<file path="src/rtl/core/ier_pkg.sv">
`timescale 1ns / 1ps

package ier_pkg;

    localparam int unsigned MAX_PACKET_BYTES = 1024;
    localparam logic [9:0]  COUNT_MAX        = 10'h3ff;
    localparam logic [9:0]  MIN_WORDS        = 10'd10;
    localparam logic [7:0]  PROTO_ICMP       = 8'd1;
    localparam logic [7:0]  PROTO_UDP        = 8'd17;
    localparam logic [7:0]  ICMP_ECHO        = 8'd8;
    localparam logic [15:0] ID_RESET         = 16'd23;
    localparam logic [15:0] SUM_GOOD         = 16'hffff;

    // header word positions
    localparam logic [9:0] W_IHL   = 10'd0;
    localparam logic [9:0] W_TOTAL = 10'd1;
    localparam logic [9:0] W_ID    = 10'd2;
    localparam logic [9:0] W_PROTO = 10'd4;
    localparam logic [9:0] W_CSUM  = 10'd5;
    localparam logic [9:0] W_SRC_H = 10'd6;
    localparam logic [9:0] W_SRC_L = 10'd7;
    localparam logic [9:0] W_DST_H = 10'd8;
    localparam logic [9:0] W_DST_L = 10'd9;

    typedef enum logic [2:0] {
        VERDICT_UDP       = 3'd0,
        VERDICT_BAD_HSUM  = 3'd1,
        VERDICT_BAD_ISUM  = 3'd2,
        VERDICT_BAD_LEN   = 3'd3,
        VERDICT_NOT_ECHO  = 3'd4,
        VERDICT_ECHO_RPLY = 3'd5,
        VERDICT_OTHER     = 3'd6
    } verdict_t;

    // packet summary handed from the accumulator to the evaluator
    typedef struct packed {
        logic [9:0]  word_cnt;
        logic [5:0]  hdr_bytes;
        logic [15:0] total_bytes;
        logic [7:0]  proto;
        logic [15:0] hdr_sum;
        logic [15:0] rply_hdr_sum;   // kept header words plus source address
        logic [15:0] icmp_sum;
        logic [15:0] icmp_rply_sum;
        logic [7:0]  icmp_type;
        logic [31:0] src_ip;
        logic [47:0] mac;
    } fin_t;

    // ones'-complement add with end-around carry
    function automatic logic [15:0] oc_add(input logic [15:0] a, input logic [15:0] b);
        logic [16:0] s;
        s = {1'b0, a} + {1'b0, b};
        oc_add = s[16] ? (s[15:0] + 16'd1) : s[15:0];
    endfunction

    function automatic logic [15:0] oc_sum4(input logic [15:0] a, input logic [15:0] b,
                                            input logic [15:0] c, input logic [15:0] d);
        logic [17:0] t;
        logic [16:0] x;
        t = {2'b00, a} + {2'b00, b} + {2'b00, c} + {2'b00, d};
        x = {1'b0, t[15:0]} + {15'd0, t[17:16]};
        oc_sum4 = x[16] ? (x[15:0] + 16'd1) : x[15:0];
    endfunction

endpackage

</file>
<file path="src/rtl/core/icmp_echo_responder_top.sv">
`timescale 1ns / 1ps

// IPv4 receive dispatcher with ICMP echo reply. Takes one 16-bit packet word per
// cycle while in_ready is high, with no gaps needed between packets; the throughput
// is set by the ones'-complement adds per word into the running header and ICMP
// sums. One result transfer follows each word marked last, which passes through
// the input register, the packet summary register and the result register. Reply
// fields are zero unless the verdict is echo reply. my_ip may be written only
// while no packet is in flight.

module icmp_echo_responder_top
    import ier_pkg::*;
(
    input  logic        clk,
    input  logic        rst_n,
    input  logic        cfg_we,
    input  logic [31:0] cfg_data,
    input  logic        in_valid,
    output logic        in_ready,
    input  logic [15:0] packet_word,
    input  logic        word_last,
    input  logic [47:0] peer_mac,
    output logic        out_valid,
    input  logic        out_ready,
    output logic [2:0]  verdict,
    output logic [31:0] reply_dst_ip,
    output logic [31:0] reply_src_ip,
    output logic [15:0] reply_ip_id,
    output logic [15:0] reply_ip_checksum,
    output logic [15:0] reply_icmp_checksum,
    output logic [47:0] reply_dst_mac
);

    logic [31:0] my_ip_reg;
    logic        fin_valid;
    logic        fin_ready;
    fin_t        fin;

    always_ff @(posedge clk or negedge rst_n)
    begin
        if (!rst_n)
        begin
            my_ip_reg <= '0;
        end
        else if (cfg_we)
        begin
            my_ip_reg <= cfg_data;
        end
    end

    ier_acc u_acc (
        .clk         (clk),
        .rst_n       (rst_n),
        .in_valid    (in_valid),
        .in_ready    (in_ready),
        .packet_word (packet_word),
        .word_last   (word_last),
        .peer_mac    (peer_mac),
        .fin_valid   (fin_valid),
        .fin_ready   (fin_ready),
        .fin         (fin)
    );

    ier_eval u_eval (
        .clk                 (clk),
        .rst_n               (rst_n),
        .fin_valid           (fin_valid),
        .fin_ready           (fin_ready),
        .fin                 (fin),
        .my_ip               (my_ip_reg),
        .out_valid           (out_valid),
        .out_ready           (out_ready),
        .verdict             (verdict),
        .reply_dst_ip        (reply_dst_ip),
        .reply_src_ip        (reply_src_ip),
        .reply_ip_id         (reply_ip_id),
        .reply_ip_checksum   (reply_ip_checksum),
        .reply_icmp_checksum (reply_icmp_checksum),
        .reply_dst_mac       (reply_dst_mac)
    );

endmodule

</file>
<file path="src/rtl/core/ier_acc.sv">
`timescale 1ns / 1ps

module ier_acc
    import ier_pkg::*;
(
    input  logic        clk,
    input  logic        rst_n,
    input  logic        in_valid,
    output logic        in_ready,
    input  logic [15:0] packet_word,
    input  logic        word_last,
    input  logic [47:0] peer_mac,
    output logic        fin_valid,
    input  logic        fin_ready,
    output fin_t        fin
);

    logic        in_valid_reg;
    logic [15:0] in_word_reg;
    logic        in_last_reg;
    logic [47:0] in_mac_reg;

    logic [9:0]  word_cnt_reg,  word_cnt_next;
    logic [5:0]  hdr_bytes_reg, hdr_bytes_next;
    logic [15:0] total_reg,     total_next;
    logic [7:0]  proto_reg,     proto_next;
    logic [15:0] hsum_reg,      hsum_next;
    logic [15:0] rsum_reg,      rsum_next;
    logic [15:0] isum_reg,      isum_next;
    logic [15:0] irsum_reg,     irsum_next;
    logic [7:0]  itype_reg,     itype_next;
    logic [31:0] src_reg,       src_next;
    logic [47:0] mac_reg,       mac_next;

    logic        fin_valid_reg;
    fin_t        fin_reg;

    logic        go;
    logic [9:0]  idx;
    logic [9:0]  hw;
    logic        active;
    logic        is_hdr;
    logic        is_icmp;
    logic        rel0;
    logic        rel1;

    assign go       = in_valid_reg && (!in_last_reg || !fin_valid_reg || fin_ready);
    assign in_ready = !in_valid_reg || go;

    always_comb
    begin
        idx            = word_cnt_reg;
        hdr_bytes_next = (idx == W_IHL)   ? {in_word_reg[11:8], 2'b00} : hdr_bytes_reg;
        total_next     = (idx == W_TOTAL) ? in_word_reg : total_reg;
        proto_next     = (idx == W_PROTO) ? in_word_reg[7:0] : proto_reg;
        mac_next       = (idx == W_IHL)   ? in_mac_reg : mac_reg;
        src_next       = src_reg;
        if (idx == W_SRC_H)
        begin
            src_next = {in_word_reg, src_reg[15:0]};
        end
        else if (idx == W_SRC_L)
        begin
            src_next = {src_reg[31:16], in_word_reg};
        end

        hw      = {5'd0, hdr_bytes_next[5:1]};
        active  = (idx != COUNT_MAX);
        is_hdr  = idx < hw;
        is_icmp = !is_hdr && ({6'd0, idx} < {1'b0, total_next[15:1]});
        rel0    = (idx == hw);
        rel1    = (idx == hw + 10'd1);

        hsum_next  = hsum_reg;
        rsum_next  = rsum_reg;
        isum_next  = isum_reg;
        irsum_next = irsum_reg;
        itype_next = itype_reg;
        word_cnt_next = idx;

        if (active)
        begin
            word_cnt_next = idx + 10'd1;
            if (is_hdr)
            begin
                hsum_next = oc_add(hsum_reg, in_word_reg);
                if (idx != W_ID && idx != W_CSUM && idx != W_DST_H && idx != W_DST_L)
                begin
                    rsum_next = oc_add(rsum_reg, in_word_reg);
                end
            end
            else if (is_icmp)
            begin
                isum_next = oc_add(isum_reg, in_word_reg);
                if (rel0)
                begin
                    itype_next = in_word_reg[15:8];
                    irsum_next = oc_add(irsum_reg, {8'd0, in_word_reg[7:0]});
                end
                else if (!rel1)
                begin
                    irsum_next = oc_add(irsum_reg, in_word_reg);
                end
            end
        end
    end

    always_ff @(posedge clk or negedge rst_n)
    begin
        if (!rst_n)
        begin
            in_valid_reg  <= 1'b0;
            fin_valid_reg <= 1'b0;
            word_cnt_reg  <= '0;
            hdr_bytes_reg <= '0;
            total_reg     <= '0;
            proto_reg     <= '0;
            hsum_reg      <= '0;
            rsum_reg      <= '0;
            isum_reg      <= '0;
            irsum_reg     <= '0;
            itype_reg     <= '0;
            src_reg       <= '0;
            mac_reg       <= '0;
        end
        else
        begin
            if (in_ready)
            begin
                in_valid_reg <= in_valid;
            end
            if (go && in_last_reg)
            begin
                fin_valid_reg <= 1'b1;
            end
            else if (fin_ready)
            begin
                fin_valid_reg <= 1'b0;
            end
            if (go)
            begin
                if (in_last_reg)
                begin
                    word_cnt_reg  <= '0;
                    hdr_bytes_reg <= '0;
                    total_reg     <= '0;
                    proto_reg     <= '0;
                    hsum_reg      <= '0;
                    rsum_reg      <= '0;
                    isum_reg      <= '0;
                    irsum_reg     <= '0;
                    itype_reg     <= '0;
                    src_reg       <= '0;
                    mac_reg       <= '0;
                end
                else
                begin
                    word_cnt_reg  <= word_cnt_next;
                    hdr_bytes_reg <= hdr_bytes_next;
                    total_reg     <= total_next;
                    proto_reg     <= proto_next;
                    hsum_reg      <= hsum_next;
                    rsum_reg      <= rsum_next;
                    isum_reg      <= isum_next;
                    irsum_reg     <= irsum_next;
                    itype_reg     <= itype_next;
                    src_reg       <= src_next;
                    mac_reg       <= mac_next;
                end
            end
        end
    end

    always_ff @(posedge clk)
    begin
        if (in_ready && in_valid)
        begin
            in_word_reg <= packet_word;
            in_last_reg <= word_last;
            in_mac_reg  <= peer_mac;
        end
        if (go && in_last_reg)
        begin
            fin_reg.word_cnt      <= word_cnt_next;
            fin_reg.hdr_bytes     <= hdr_bytes_next;
            fin_reg.total_bytes   <= total_next;
            fin_reg.proto         <= proto_next;
            fin_reg.hdr_sum       <= hsum_next;
            fin_reg.rply_hdr_sum  <= rsum_next;
            fin_reg.icmp_sum      <= isum_next;
            fin_reg.icmp_rply_sum <= irsum_next;
            fin_reg.icmp_type     <= itype_next;
            fin_reg.src_ip        <= src_next;
            fin_reg.mac           <= mac_next;
        end
    end

    assign fin_valid = fin_valid_reg;
    assign fin       = fin_reg;

endmodule

</file>
<file path="src/rtl/core/ier_eval.sv">
`timescale 1ns / 1ps

module ier_eval
    import ier_pkg::*;
(
    input  logic        clk,
    input  logic        rst_n,
    input  logic        fin_valid,
    output logic        fin_ready,
    input  fin_t        fin,
    input  logic [31:0] my_ip,
    output logic        out_valid,
    input  logic        out_ready,
    output logic [2:0]  verdict,
    output logic [31:0] reply_dst_ip,
    output logic [31:0] reply_src_ip,
    output logic [15:0] reply_ip_id,
    output logic [15:0] reply_ip_checksum,
    output logic [15:0] reply_icmp_checksum,
    output logic [47:0] reply_dst_mac
);

    logic        out_valid_reg;
    logic [15:0] id_reg;
    verdict_t    verdict_reg;
    logic [31:0] dst_ip_reg;
    logic [31:0] src_ip_reg;
    logic [15:0] ip_id_reg;
    logic [15:0] ip_csum_reg;
    logic [15:0] icmp_csum_reg;
    logic [47:0] dst_mac_reg;

    verdict_t    verdict_next;
    logic        bad_len;
    logic        take;
    logic        is_reply;
    logic [16:0] min_total;

    assign fin_ready = !out_valid_reg || out_ready;
    assign take      = fin_valid && fin_ready;

    always_comb
    begin
        min_total = {11'd0, fin.hdr_bytes} + 17'd8;
        bad_len   = (fin.hdr_bytes < 6'd20) ||
                    ({1'b0, fin.total_bytes} < min_total) ||
                    ({16'd0, fin.total_bytes} > 32'(MAX_PACKET_BYTES)) ||
                    ({5'd0, fin.word_cnt, 1'b0} < fin.total_bytes);
        if (fin.word_cnt < MIN_WORDS)
        begin
            verdict_next = VERDICT_BAD_LEN;
        end
        else if (fin.proto == PROTO_UDP)
        begin
            verdict_next = VERDICT_UDP;
        end
        else if (fin.proto != PROTO_ICMP)
        begin
            verdict_next = VERDICT_OTHER;
        end
        else if (bad_len)
        begin
            verdict_next = VERDICT_BAD_LEN;
        end
        else if (fin.hdr_sum != SUM_GOOD)
        begin
            verdict_next = VERDICT_BAD_HSUM;
        end
        else if (fin.icmp_sum != SUM_GOOD)
        begin
            verdict_next = VERDICT_BAD_ISUM;
        end
        else if (fin.icmp_type != ICMP_ECHO)
        begin
            verdict_next = VERDICT_NOT_ECHO;
        end
        else
        begin
            verdict_next = VERDICT_ECHO_RPLY;
        end
        is_reply = (verdict_next == VERDICT_ECHO_RPLY);
    end

    always_ff @(posedge clk or negedge rst_n)
    begin
        if (!rst_n)
        begin
            out_valid_reg <= 1'b0;
            id_reg        <= ID_RESET;
        end
        else
        begin
            if (fin_ready)
            begin
                out_valid_reg <= fin_valid;
            end
            if (take && is_reply)
            begin
                id_reg <= id_reg + 16'd1;
            end
        end
    end

    always_ff @(posedge clk)
    begin
        if (take)
        begin
            verdict_reg   <= verdict_next;
            dst_ip_reg    <= is_reply ? fin.src_ip : '0;
            src_ip_reg    <= is_reply ? my_ip : '0;
            ip_id_reg     <= is_reply ? id_reg : '0;
            ip_csum_reg   <= is_reply ?
                             ~oc_sum4(fin.rply_hdr_sum, id_reg, my_ip[31:16], my_ip[15:0]) :
                             '0;
            icmp_csum_reg <= is_reply ? ~fin.icmp_rply_sum : '0;
            dst_mac_reg   <= is_reply ? fin.mac : '0;
        end
    end

    assign out_valid           = out_valid_reg;
    assign verdict             = verdict_reg;
    assign reply_dst_ip        = dst_ip_reg;
    assign reply_src_ip        = src_ip_reg;
    assign reply_ip_id         = ip_id_reg;
    assign reply_ip_checksum   = ip_csum_reg;
    assign reply_icmp_checksum = icmp_csum_reg;
    assign reply_dst_mac       = dst_mac_reg;

endmodule

</file>
<file path="config.mk">
export PLATFORM = sky130hd
export DESIGN_NAME = icmp_echo_responder_top
export DESIGN_NICKNAME = d
export VERILOG_FILES = /design/src/rtl/core/ier_pkg.sv /design/src/rtl/core/icmp_echo_responder_top.sv /design/src/rtl/core/ier_acc.sv /design/src/rtl/core/ier_eval.sv
export SDC_FILE = /design/constraint.sdc
export NUM_CORES = 1
export LEC_CHECK = 0
export BUFFER_PORTS_ARGS = -buffer_cell sky130_fd_sc_hd__buf_2
export CELL_PAD_IN_SITES_DETAIL_PLACEMENT = 1
export CELL_PAD_IN_SITES_GLOBAL_PLACEMENT = 1
export CORE_UTILIZATION = 40
export DETAILED_ROUTE_END_ITERATION = 7
export HOLD_SLACK_MARGIN = 0.05
export MAX_ROUTING_LAYER = met4
export PLACE_DENSITY = 0.66
export REMOVE_ABC_BUFFERS = 1
export SLEW_MARGIN = 10
export SYNTH_ARGS = -nofsm -noshare
export SYNTH_HDL_FRONTEND = slang
export SYNTH_SLANG_ARGS = --single-unit
</file>
<file path="constraint.sdc">
create_clock -name clk -period 18.7 [get_ports clk]
set_clock_uncertainty 0.2 [all_clocks]
set_input_delay 2.805 -clock clk [delete_from_list [all_inputs] [get_ports clk]]
set_output_delay 2.805 -clock clk [all_outputs]
set_load 0.05 [all_outputs]
</file>
==> results.md <==
* Fin. Hold Viols at 0
* Synth cell types at 89
* Reg clk slew, reported paths at 0.06 ns
* Final Worst Setup Slack at 11.15 ns
* First DRT Iteration DRCs at 1337
* GPL Wtd Cong at between 0.8 and 0.9
* DR WL/cell at between 20 and 25 um
* Clock tree from TritonCTS: yes
* Psw at between 1500 and 2000 uW
* Setup TNS at 0 ns
* Largest stage delay, worst path at roughly 0.64 ns
* Pwr dens at between 100 and 150 nW/um^2
* Max Freq at roughly 0.13 GHz
* Clock Tree Buf Depth at 3
* Data required time of the critical path at approximately 19 ns
* Vias per Instance at 5.515
* Max-Cap Viols at 0
* Yosys warning count at 0
* P_int at around 3400 uW
* Final HPWL DP at between 60 and 70 mm
* Via count at between 20k and 25k
* Starting Density at about two fifths
* Layout cells sized above 1 at 16.37%
* Final #Nets at between 3k and 4k
* Total global routing overflow at 0
* Number of I/O pins at around 270
* Area grow syn2layout at 15.75%
* Most frequent cells in the layout: edfxtp_1 (420), nand2_1 (347), buf_2 (265)
* Num CTS Buffers at 74
* Yosys top cell area share at between 30% and 40%
* Register area share after synthesis at a little under three fifths
* Most common cell after layout, fill and taps aside: edfxtp_1
* CTS resizes at 0
* P_leak at 0.01645 uW
* Multi-input gate area at between 10000 and 15000 um^2
* Max reg flops at 192
* Worst skew pair latency at around 0.65 ns
* H-tree levels at 3
* Sw frac at 36.25%
* CTS Sinks at ~660
* Largest net degree at the start of global routing at ~170
* Ys flop type: edfxtp_1
* CP max-delay cell: a2111oi_1
* Slew HR at between 10% and 20%
* Synthesized area at 32970 um^2
* Die H at just under 300 um
* Finished Cell Area at between 30000 and 40000 um^2
* Period utilization at 40.35%
* CTS root buf: clkbuf_16
* Number of synthesized register bits at roughly 660
* Post-synthesis async set-or-reset flop share at between 30 and 40%
* Largest fanout on the critical path at 6
* All-Layer GR Usage at about a quarter
* DIE WIDTH at 289.1 um
* Clock power frac at about 29%
* Antenna violations before repair at 4
* First-pass GRT wire length at 146.9 mm
* Dpl ws at approximately 11 ns
* Worst hold path class: register to register
* Share of power burned in registers at 35.8%
* # port buffers at approximately 270
* Mapped Cells at 2861
* RSZ-0062 raised after global routing: false
* Crit start category: register
* Synth area leader: edfxtp_1
* Part of the power in combinational logic at 35.1%
* TritonRoute pass-1 iters at 5
* WP data arrival at between 7 and 8 ns
* Drt drc at 0
* Number of setup buffers added after CTS at 0
* Final Core Density at between 40% and 50%
* Antenna-violating nets left at 0
* Worst setup EP type: register
* Core Rows at roughly 100
* Outcome: finished clean
* Vias in the first global route at 25.03k
* Post-synth EDFFs at 420
* Worst VDD drop at roughly 0.000061 V
* Actual slew at the worst max-slew pin at 1.220 ns
* Fin crit period at around 7.5 ns
* CTS Hold Bufs at 0
* Fillers at between 8k and 9k
* # setup viols final at 0
* Seq. cell area at 18700 um^2
* Crit Path Class: register to register
* Total Die Area at 83570 um^2
* DRT Wirelength at around 95 mm
* CORE AREA at just over 80000 um^2
* Post-DP Area at between 30000 and 40000 um^2
* Synth area leaders: edfxtp_1 (38%), dfrtp_1 (18%), ha_1 (5.3%)
* Syn_area_per_cell at between 10 and 15 um^2
* Final max-slew violation count at 0
[power groups by stage]
stage,Clock [uW],Combinational [uW],Sequential [uW]
5_1_grt,1650,2080,1940
2_1_floorplan,0,1310,1990
3_5_place_dp,0,1860,1950
6_report,1570,1880,1920
4_1_cts,1600,1880,1920
3_3_place_gp,0,1790,1940
[stage by stage]
stage	cells	total power, uW	hold slack [ns]
CTS	4243	5401	0.2851
detailed placement	4105	3808	0.2712
finish	4246	5369	0.2846
global route	4244	5677	0.3131
floorplan	2742	3296	0.2442
global placement	4105	3727	0.2620
[cells by family after synthesis]
| group | Yosys count | synth area share (%) |
|---|---|---|
| compound gates | 635 | 13.45 |
| mux | 77 | 2.562 |
| buf+inv | 265 | 3.120 |
| flops | 663 | 56.72 |
| xor+xnor | 169 | 4.513 |
| simple gates | 889 | 12.93 |
| fa+ha+maj | 163 | 6.710 |
[metal layers]
metal / global-route usage (%) / wire, um
met4: 6.618 / 1940
met3: 2.953 / 3554
met1: 30.02 / 42810
met5: - / 0
met2: 38.84 / 46320
[worst max-delay path: cells and delay by family (launching register included)]
family          cells  cell delay [ns]
buf+inv             3             0.21
fa+ha+maj           6             1.87
simple gates       10             1.64
flops               1             0.57
compound gates     11             2.37
xor+xnor            3             0.40
[synth_stat cells (15+ instances only)]
cell type / number
nand4_1: 36
nand3_1: 59
a21oi_1: 95
fa_1: 23
xnor2_1: 100
o31ai_1: 17
ha_1: 140
o21a_1: 26
a22o_1: 147
edfxtp_1: 420
and3_1: 27
and2_1: 113
nor2b_1: 19
a21o_1: 41
nand2_1: 349
inv_1: 146
clkbuf_1: 109
a31oi_1: 21
mux2_2: 56
nor3_1: 38
o21ai_0: 164
nand2b_1: 15
xor2_1: 68
nor2_1: 167
dfrtp_1: 239
mux2i_1: 20
[path summary, 6_finish.rpt]
kind	slack (ns)	startpoint	end	cells past startpoint
max in group asynchronous	14.21	rst_n	u_acc.isum_reg[5]	3
max reg2reg	11.15	u_eval.id_reg[0]	u_eval.reply_ip_checksum[0]	33
min	0.28	u_acc.total_reg[8]	u_acc.total_reg[8]	2
max	11.15	u_eval.id_reg[0]	u_eval.reply_ip_checksum[0]	33
min reg2reg	0.28	u_acc.total_reg[8]	u_acc.total_reg[8]	2
min in group asynchronous	1.94	rst_n	my_ip_reg[5]	1
[layout make-up]
class                   count  share of cell area (%)
inverters                 146                   1.449
flip-flops and latches    663                   49.00
well taps                1060                   3.475
repair buffers            303                   4.275
multi-input cells        1933                   34.82
clock buffers              94                   5.341
clock inverters            44                   1.620
diodes                      3                 0.01967
Note: power is estimated with default switching activity, not from simulation.
